## config.mk

```make
export PLATFORM = sky130hd
export DESIGN_NAME = trimmed_mean_sample_filter
export DESIGN_NICKNAME = d
export VERILOG_FILES = /design/src/rtl/tmsf_pkg.sv /design/src/rtl/trimmed_mean_sample_filter.sv /design/src/rtl/tmsf_ctrl.sv /design/src/rtl/tmsf_dpath.sv
export SDC_FILE = /design/constraint.sdc
export NUM_CORES = 2
export LEC_CHECK = 0
export BUFFER_PORTS_ARGS = -buffer_cell sky130_fd_sc_hd__buf_2
export CAP_MARGIN = 20
export CORE_MARGIN = 4
export CORE_UTILIZATION = 55
export CTS_CLUSTER_DIAMETER = 200
export DETAILED_ROUTE_END_ITERATION = 10
export PLACE_DENSITY_LB_ADDON = 0.12
export SLEW_MARGIN = 30
export SYNTH_ARGS = -nofsm -noshare
export SYNTH_HDL_FRONTEND = slang
export SYNTH_SLANG_ARGS = --single-unit
```

## constraint.sdc

```tcl
create_clock -name clk -period 10.2 [get_ports clk]
set_clock_uncertainty 0.05 [all_clocks]
set_input_delay 1.02 -clock clk [delete_from_list [all_inputs] [get_ports clk]]
set_output_delay 1.02 -clock clk [all_outputs]
set_load 0.03 [all_outputs]
```

## src/rtl/tmsf_pkg.sv

```systemverilog
package tmsf_pkg;

  // Field widths
  localparam int SAMPLE_W = 12;
  localparam int AVG_W    = 12;

  // Filter shape
  localparam int WINDOW_SIZE = 100;
  localparam int KEEP_START  = 40;
  localparam int KEEP_COUNT  = 20;
  localparam int ROUNDS      = 20;

  // Index into the sorted window
  localparam int IDX_W = $clog2(WINDOW_SIZE);

  // Kept ranks, clipped to the window
  localparam bit KEEP_NONE  = (KEEP_START >= WINDOW_SIZE);
  localparam int KEEP_END   = (KEEP_START + KEEP_COUNT > WINDOW_SIZE) ?
                              WINDOW_SIZE : KEEP_START + KEEP_COUNT;
  localparam int KEEP_FIRST = KEEP_NONE ? 0 : KEEP_START;
  localparam int KEEP_LAST  = KEEP_NONE ? 0 : KEEP_END - 1;

  // Arithmetic widths
  localparam int SUM_W  = SAMPLE_W + $clog2(KEEP_COUNT);
  localparam int ACC_W  = SAMPLE_W + $clog2(ROUNDS);
  localparam int DIV_W  = (SUM_W > ACC_W) ? SUM_W : ACC_W;
  localparam int RND_W  = (ROUNDS > 1) ? $clog2(ROUNDS) : 1;

  // Division by a constant d: floor(x / d) = (x * ceil(2^s / d)) >> s,
  // exact for any x below 2^DIV_W when s = DIV_W + clog2(d)
  localparam int RECIP_W    = DIV_W + 1;
  localparam int PROD_W     = DIV_W + RECIP_W;
  localparam int MEAN_SHIFT = DIV_W + $clog2(KEEP_COUNT);
  localparam int AVG_SHIFT  = DIV_W + $clog2(ROUNDS);
  localparam longint MEAN_RECIP =
    ((longint'(1) << MEAN_SHIFT) + longint'(KEEP_COUNT) - 1) / longint'(KEEP_COUNT);
  localparam longint AVG_RECIP =
    ((longint'(1) << AVG_SHIFT) + longint'(ROUNDS) - 1) / longint'(ROUNDS);

  // Controller to datapath
  typedef struct packed {
    logic load;       // latch accepted beat, start insertion
    logic shift;      // one insertion step
    logic sum_start;  // clear trimmed sum, point at first kept rank
    logic sum_step;   // read next kept rank
    logic div_mean;   // start window mean division
    logic acc_add;    // add window mean to accumulator
    logic emit;       // load output register
  } cmd_t;

  // Datapath to controller
  typedef struct packed {
    logic ins_done;   // insertion finishes this cycle
    logic win_full;   // this sample completes the window
    logic rank_last;  // last kept rank being read
    logic round_last; // this window completes the run
    logic div_busy;   // divider running
    logic out_free;   // output register can take a result
  } status_t;

endpackage

```

## src/rtl/trimmed_mean_sample_filter.sv

```systemverilog
// Trimmed-mean sample filter.
// Input channel: in_valid/in_ready with in_sample (12 bits) and in_channel.
// Each beat is insertion-sorted into a 100-entry window memory, walking
// down from the top one compare-and-move per cycle, so a sample moves
// k stored entries up one slot, k being the number of stored entries
// larger than it (0 to 99).
// When the window fills, ranks 40..59 are read and summed, the sum is divided
// by 20 with a reciprocal multiply, and that mean is added to an accumulator.
// After 20 windows the accumulator is divided the same way and the result is
// placed in the output register after the last sample's final insertion step.
// Output channel: out_valid/out_ready with out_average and out_channel_out
// (channel of the run's final sample). The output register lets the block
// keep accepting samples while a result waits; only a second result
// stalls, in front of the output register, until the first is taken.
// Reset (rst_n low, synchronous) clears the window fill, round count,
// accumulator and any pending result. The window memory needs no clear.
module trimmed_mean_sample_filter (
  input  logic                           clk,
  input  logic                           rst_n,
  input  logic                           in_valid,
  output logic                           in_ready,
  input  logic [tmsf_pkg::SAMPLE_W-1:0]  in_sample,
  input  logic                           in_channel,
  output logic                           out_valid,
  input  logic                           out_ready,
  output logic [tmsf_pkg::AVG_W-1:0]     out_average,
  output logic                           out_channel_out
);

  tmsf_pkg::cmd_t    cmd;
  tmsf_pkg::status_t status;

  tmsf_ctrl u_ctrl (
    .clk      (clk),
    .rst_n    (rst_n),
    .in_valid (in_valid),
    .in_ready (in_ready),
    .status   (status),
    .cmd      (cmd)
  );

  tmsf_dpath u_dpath (
    .clk             (clk),
    .rst_n           (rst_n),
    .in_sample       (in_sample),
    .in_channel      (in_channel),
    .cmd             (cmd),
    .status          (status),
    .out_ready       (out_ready),
    .out_valid       (out_valid),
    .out_average     (out_average),
    .out_channel_out (out_channel_out)
  );

  // One sample in flight at a time
  a_one_in_flight: assert property (@(posedge clk) disable iff (!rst_n)
    (in_valid && in_ready) |=> !in_ready)
    else $error("accepted a beat while an insertion was running");

  // No sample taken while a division runs
  a_no_accept_div: assert property (@(posedge clk) disable iff (!rst_n)
    !(in_ready && status.div_busy))
    else $error("input ready during division");

  // A result never overwrites one that has not been taken
  a_emit_free: assert property (@(posedge clk) disable iff (!rst_n)
    cmd.emit |-> (!out_valid || out_ready))
    else $error("result loaded over a pending result");

  // Insertion steps happen only with no divider activity
  a_shift_quiet: assert property (@(posedge clk) disable iff (!rst_n)
    cmd.shift |-> (!status.div_busy && !cmd.emit))
    else $error("insertion overlapped the window-end work");

endmodule

```

## src/rtl/tmsf_ctrl.sv

```systemverilog
module tmsf_ctrl (
  input  logic              clk,
  input  logic              rst_n,
  input  logic              in_valid,
  output logic              in_ready,
  input  tmsf_pkg::status_t status,
  output tmsf_pkg::cmd_t    cmd
);

  typedef enum logic [2:0] {
    ST_IDLE,
    ST_SHIFT,
    ST_SUM,
    ST_SUM_TAIL,
    ST_DIV_MEAN,
    ST_DIV_AVG,
    ST_EMIT
  } state_t;

  state_t state_r;
  state_t state_nxt;

  assign in_ready = (state_r == ST_IDLE);

  // Next state and commands
  always_comb begin
    state_nxt = state_r;
    cmd       = '0;
    case (state_r)
      ST_IDLE: begin
        if (in_valid) begin
          cmd.load  = 1'b1;
          state_nxt = ST_SHIFT;
        end
      end
      ST_SHIFT: begin
        cmd.shift = 1'b1;
        if (status.ins_done) begin
          if (status.win_full) begin
            cmd.sum_start = 1'b1;
            state_nxt     = tmsf_pkg::KEEP_NONE ? ST_SUM_TAIL : ST_SUM;
          end else begin
            state_nxt = ST_IDLE;
          end
        end
      end
      ST_SUM: begin
        cmd.sum_step = 1'b1;
        if (status.rank_last) begin
          state_nxt = ST_SUM_TAIL;
        end
      end
      ST_SUM_TAIL: begin
        cmd.div_mean = 1'b1;
        state_nxt    = ST_DIV_MEAN;
      end
      ST_DIV_MEAN: begin
        if (!status.div_busy) begin
          cmd.acc_add = 1'b1;
          state_nxt   = status.round_last ? ST_DIV_AVG : ST_IDLE;
        end
      end
      ST_DIV_AVG: begin
        if (!status.div_busy) begin
          state_nxt = ST_EMIT;
        end
      end
      ST_EMIT: begin
        if (status.out_free) begin
          cmd.emit  = 1'b1;
          state_nxt = ST_IDLE;
        end
      end
      default: begin
        state_nxt = ST_IDLE;
      end
    endcase
  end

  // State register
  always_ff @(posedge clk) begin
    if (!rst_n) begin
      state_r <= ST_IDLE;
    end else begin
      state_r <= state_nxt;
    end
  end

endmodule

```

## src/rtl/tmsf_dpath.sv

```systemverilog
module tmsf_dpath (
  input  logic                            clk,
  input  logic                            rst_n,
  input  logic [tmsf_pkg::SAMPLE_W-1:0]   in_sample,
  input  logic                            in_channel,
  input  tmsf_pkg::cmd_t                  cmd,
  output tmsf_pkg::status_t               status,
  input  logic                            out_ready,
  output logic                            out_valid,
  output logic [tmsf_pkg::AVG_W-1:0]      out_average,
  output logic                            out_channel_out
);

  localparam int SW  = tmsf_pkg::SAMPLE_W;
  localparam int IW  = tmsf_pkg::IDX_W;
  localparam int DW  = tmsf_pkg::DIV_W;
  localparam int RW  = tmsf_pkg::RECIP_W;
  localparam int PW  = tmsf_pkg::PROD_W;

  // Sorted window, kept in ascending order as samples arrive
  logic [SW-1:0] sort_mem [tmsf_pkg::WINDOW_SIZE];
  logic [SW-1:0] rd_data_r;
  logic [IW-1:0] rd_addr;
  logic          wr_en;
  logic [IW-1:0] wr_addr;
  logic [SW-1:0] wr_data;

  logic [SW-1:0] new_r;
  logic          chan_r;
  logic [IW-1:0] pos_r;
  logic [IW-1:0] count_r;
  logic [IW-1:0] rank_r;
  logic          add_en_r;

  logic [tmsf_pkg::SUM_W-1:0] sum_r;
  logic [tmsf_pkg::SUM_W-1:0] sum_nxt;
  logic [tmsf_pkg::ACC_W-1:0] acc_r;
  logic [tmsf_pkg::ACC_W-1:0] acc_plus;
  logic [tmsf_pkg::RND_W-1:0] round_r;

  // Divider
  logic          div_busy_r;
  logic [DW-1:0] dvd_r;
  logic          den_sel_r;   // 0: keep count, 1: rounds
  logic [RW-1:0] recip;
  logic [PW-1:0] prod;
  logic [DW-1:0] quot;

  logic out_valid_r;
  logic [tmsf_pkg::AVG_W-1:0] out_avg_r;
  logic out_ch_r;

  logic start_avg;

  // Status
  assign status.ins_done   = (pos_r == '0) || (rd_data_r <= new_r);
  assign status.win_full   = (count_r == IW'(tmsf_pkg::WINDOW_SIZE - 1));
  assign status.rank_last  = (rank_r == IW'(tmsf_pkg::KEEP_LAST));
  assign status.round_last = (round_r == tmsf_pkg::RND_W'(tmsf_pkg::ROUNDS - 1));
  assign status.div_busy   = div_busy_r;
  assign status.out_free   = !out_valid_r || out_ready;

  // Read address: predecessor of the insertion slot, or a kept rank
  always_comb begin
    if (cmd.load) begin
      rd_addr = (count_r == '0) ? '0 : count_r - IW'(1);
    end else if (cmd.sum_step) begin
      rd_addr = rank_r;
    end else begin
      rd_addr = (pos_r >= IW'(2)) ? pos_r - IW'(2) : '0;
    end
  end

  // Write: move a larger entry up one slot, or drop the new sample in
  assign wr_en   = cmd.shift;
  assign wr_addr = pos_r;
  assign wr_data = status.ins_done ? new_r : rd_data_r;

  always_ff @(posedge clk) begin
    if (wr_en) begin
      sort_mem[wr_addr] <= wr_data;
    end
    rd_data_r <= sort_mem[rd_addr];
  end

  // Insertion pointer and window fill
  always_ff @(posedge clk) begin
    if (cmd.load) begin
      new_r  <= in_sample;
      chan_r <= in_channel;
      pos_r  <= count_r;
    end else if (cmd.shift && !status.ins_done) begin
      pos_r <= pos_r - IW'(1);
    end
  end

  always_ff @(posedge clk) begin
    if (!rst_n) begin
      count_r <= '0;
    end else if (cmd.shift && status.ins_done) begin
      count_r <= status.win_full ? '0 : count_r + IW'(1);
    end
  end

  // Trimmed sum over kept ranks; read data is registered and is added in the cycle after its read
  assign sum_nxt = cmd.sum_start ? '0 :
                   add_en_r ? sum_r + tmsf_pkg::SUM_W'(rd_data_r) : sum_r;

  always_ff @(posedge clk) begin
    if (!rst_n) begin
      add_en_r <= 1'b0;
    end else begin
      add_en_r <= cmd.sum_step;
    end
  end

  always_ff @(posedge clk) begin
    sum_r <= sum_nxt;
    if (cmd.sum_start) begin
      rank_r <= IW'(tmsf_pkg::KEEP_FIRST);
    end else if (cmd.sum_step) begin
      rank_r <= rank_r + IW'(1);
    end
  end

  // Run accumulator
  assign acc_plus  = acc_r + tmsf_pkg::ACC_W'(dvd_r[SW-1:0]);
  assign start_avg = cmd.acc_add && status.round_last;

  always_ff @(posedge clk) begin
    if (!rst_n) begin
      acc_r   <= '0;
      round_r <= '0;
    end else if (cmd.acc_add) begin
      acc_r   <= status.round_last ? '0 : acc_plus;
      round_r <= status.round_last ? '0 : round_r + tmsf_pkg::RND_W'(1);
    end
  end

  // Division by a constant: reciprocal multiply; the dividend is registered and the quotient is written back over it
  assign recip = den_sel_r ? RW'(tmsf_pkg::AVG_RECIP) : RW'(tmsf_pkg::MEAN_RECIP);
  assign prod  = PW'(dvd_r) * PW'(recip);
  assign quot  = den_sel_r ? DW'(prod >> tmsf_pkg::AVG_SHIFT) :
                             DW'(prod >> tmsf_pkg::MEAN_SHIFT);

  always_ff @(posedge clk) begin
    if (!rst_n) begin
      div_busy_r <= 1'b0;
    end else if (cmd.div_mean || start_avg) begin
      div_busy_r <= 1'b1;
    end else begin
      div_busy_r <= 1'b0;
    end
  end

  always_ff @(posedge clk) begin
    if (cmd.div_mean) begin
      dvd_r     <= DW'(sum_nxt);
      den_sel_r <= 1'b0;
    end else if (start_avg) begin
      dvd_r     <= DW'(acc_plus);
      den_sel_r <= 1'b1;
    end else if (div_busy_r) begin
      dvd_r <= quot;
    end
  end

  // Output register
  always_ff @(posedge clk) begin
    if (!rst_n) begin
      out_valid_r <= 1'b0;
    end else if (cmd.emit) begin
      out_valid_r <= 1'b1;
    end else if (out_ready) begin
      out_valid_r <= 1'b0;
    end
  end

  always_ff @(posedge clk) begin
    if (cmd.emit) begin
      out_avg_r <= dvd_r[tmsf_pkg::AVG_W-1:0];
      out_ch_r  <= chan_r;
    end
  end

  assign out_valid       = out_valid_r;
  assign out_average     = out_avg_r;
  assign out_channel_out = out_ch_r;

endmodule

```

==> run_results.csv <==
group,metric,value,unit
run_status,status,"completed",
setup_path,crit_required,10.63,ns
clock_tree,cts_buffers,141,
yosys,synth_top_area_share,63.4,%
setup_path,critPathBufInv,4,
yosys,yosysMostFrequentCell,"edfxtp_1",
yosys,avgSynthCellArea,13.0,um2
grt,grt_pass1_vias,35700,
placement,dp_hpwl,93400,um
placement,gp_congestion,0.875,
grt,grt.total_usage,27.3,%
timing,tns,0,ns
grt,antenna_found_initial,5,
cells_and_area,drive_above_1_share,10.1,%
yosys,synth.yosys.warnings,0,
cells_and_area,num_antenna_cells,0,
routing,drt-total-wl,154000,um
clock_tree,htreeDepth,4,
setup_path,crit_fanout,7,
cells_and_area,final_nets,4861,
timing,setup_viol,0,
yosys,synth_area,0.0592,mm2
setup_path,end_kind,"flip-flop",
cells_and_area,design_area,0.0655,mm2
yosys,syn-num-nets,4834,
min_path,hold_class,"reg2reg",
setup_path,slowest_delay,0.57,ns
grt,grt_max_degree,158,
timing,rsz0062_at_grt,"false",
floorplanning,rows,120,
routing,drt_iter0_drc,3975,
routing,wl_per_cell,25.3,um
cells_and_area,num-fill-cells,8212,
timing,finalCritPeriodShare,68.5,%
timing,hold_violations,0,
setup_path,crit_slowest_cell,"edfxtp_1",
yosys,ys_ff_latch,1321,
routing,vias,37200,
timing,worst_pin_slew,1.06,ns
routing,firstDrtPassIters,6,
routing,drc,0,
yosys,seq_area_frac_synth,65.8,%
power,vdd_ir_drop_max,0.000261,V
power,seqPwrFrac,41.8,%
yosys,synth_area_leaders,"edfxtp_1 63%, nand2_1 5.6%, ha_1 3.9%",
power,powerDensity,257,mW/mm2
yosys,syn_inst,4545,
setup_path,crit_chain,"ha_1 > inv_1 > fa_1 > inv_1 > fa_1 > fa_1 > inv_1 > fa_1 > fa_1 > inv_1 > ha_1 > and4_1 > a21o_1 > or4b_1 > a21o_1 > a31oi_1 > a21oi_1 > a211oi_1 > xnor2_1 > a221o_1",
clock_tree,postCtsSetupBuffers,0,
clock_tree,clk_latency,0.75,ns
power,leakagePower,23.5,nW
floorplanning,dieArea,0.113,mm2
cells_and_area,synthToLayoutAreaGrowth,10.7,%
floorplanning,die_y,336,um
setup_path,startpoint_type,"flip-flop",
setup_path,crit_top_cell,"fa_1",
clock_tree,hold_buffers,0,
yosys,synthTopCellsByCount,"1250 x edfxtp_1, 876 x nand2_1, 273 x nand3_1",
power,switchingPower,0.00589,W
clock_tree,cts_buffer_depth,3,
setup_path,crit_arrival,7.41,ns
cells_and_area,multi_input_area,0.0185,mm2
placement,portBuffers,31,
placement,placed_area,0.0610,mm2
timing,finalMaxSlewViolations,0,
timing,relSlewSlack,27.3,%
clock_tree,cts.repair.resized,0,
timing,fmax,0.143,GHz
timing,post-route-min-period,6.99,ns
run,cap_violations,0,
setup_path,critPathTopFamily,"adder cells",
clock_tree,cts_tree,"done",
placement,post-place-ws,3.19,ns
floorplanning,start_util,55.4,%
timing,setup_ws,3.21,ns
floorplanning,ios,32,
clock_tree,root_buffer,"clkbuf_16",
clock_tree,cts.clk_slew.worst_paths,0.06,ns
floorplanning,die_w,336,um
grt,grt_overflow,0,
cells_and_area,seqCellArea,0.0390,mm2
setup_path,criticalPathCategory,"reg2reg",
power,intPower,0.0110,W
grt,grt_pass1_wl,230000,um
floorplanning,coreArea,0.107,mm2
routing,antenna_left,0,
yosys,synth_edf_count,1250,
power,pwr-share-clk,29.6,%
yosys,synth_ff_type,"edfxtp_1",
clock_tree,clkSinkCount,1321,
yosys,ys_types,87,
power,comb_power_share,28.5,%
yosys,synth_top_area_cell,"edfxtp_1",
yosys,postSynth.asyncResetShare,0,%
power,switching_share,35.0,%
routing,viasPerCell,6.11,
path summary, 6_finish.rpt:
kind | from | to | slack (ns) | depth (start not counted)
min reg2reg | u_dpath.chan_r | u_dpath.out_channel_out | 0.39 | 0
max | u_dpath.dvd_r[8] | u_dpath.dvd_r[10] | 3.21 | 20
min | u_dpath.chan_r | u_dpath.out_channel_out | 0.39 | 0
max reg2reg | u_dpath.dvd_r[8] | u_dpath.dvd_r[10] | 3.21 | 20
cells in the final DEF (no fill, tap or decap), types with 89 or more instances in the layout:
master / instances
edfxtp_1: 1250
buf_4: 94
nand2_1: 876
a31oi_1: 99
a21oi_1: 129
clkbuf_16: 144
inv_1: 190
nand3_1: 273
ha_1: 183
mux2i_1: 158
nor2_1: 124
fa_1: 89
kinds of logic (layout without fill, tap and decap cells):
logic type	after synthesis	in the layout	synth area share [%]
DFF	1321	1321	65.8
xor gates and xnor gates	61	61	0.902
adders and majority gates	272	272	6.88
and+or+nand+nor	1630	1630	12.3
AOI/OAI and AO/OA	648	648	7.78
muxes	169	169	2.90
buffers and inverters	444	584	3.46
registers in the layout (all words and copies together), names as in the netlist:
name,cells
u_dpath.add_en_r,1
u_dpath.round_r,5
u_dpath.rank_r,7
u_dpath.rd_data_r,12
u_dpath.div_busy_r,1
u_ctrl.state_r,3
u_dpath.out_average,12
u_dpath.pos_r,7
u_dpath.chan_r,1
u_dpath.count_r,7
u_dpath.acc_r,17
u_dpath.sort_mem,1200
u_dpath.dvd_r,17
u_dpath.out_channel_out,1
u_dpath.sum_r,17
u_dpath.new_r,12
u_dpath.out_valid,1
metal layers:
| layer | global-route usage [%] | routed length, um | up-vias |
|---|---|---|---|
| met5 | 0 | 40 | - |
| met4 | 7.83 | 4210 | 6 |
| met3 | 4.95 | 12700 | 266 |
| met2 | 42.3 | 70500 | 1476 |
| met1 | 40.0 | 66400 | 18600 |
| li1 | - | - | 16900 |
final cells by class:
type                       count  area share [%]
timing repair buffer         136            1.60
multi-input combinational   2780            28.3
sequential                  1321            59.5
inverter                     192            1.10
clock buffer                 181            5.77
tap                         1403            2.68
clock inverter                75            1.14
through the flow:
step                      hold slack, ns  std cells  utilization, %  power [W]
after detailed placement           0.363       5832            57.0     0.0119
after CTS                          0.356       6088            61.3     0.0169
after floorplan                    0.350       4545               -    0.00992
final                              0.391       6088            61.3     0.0169
after global routing               0.373       6088            61.3     0.0175
after global placement             0.374       5831            56.9     0.0118
power by group through the flow:
| stage | clock network, W | logic [W] | registers [W] |
|---|---|---|---|
| floorplan | 0 | 0.00276 | 0.00717 |
| global placement | 0 | 0.00464 | 0.00716 |
| detailed placement | 0 | 0.00475 | 0.00716 |
| CTS | 0.00506 | 0.00476 | 0.00705 |
| global route | 0.00531 | 0.00510 | 0.00706 |
| finish | 0.00499 | 0.00481 | 0.00705 |
Power figures use the tool's default switching activity.
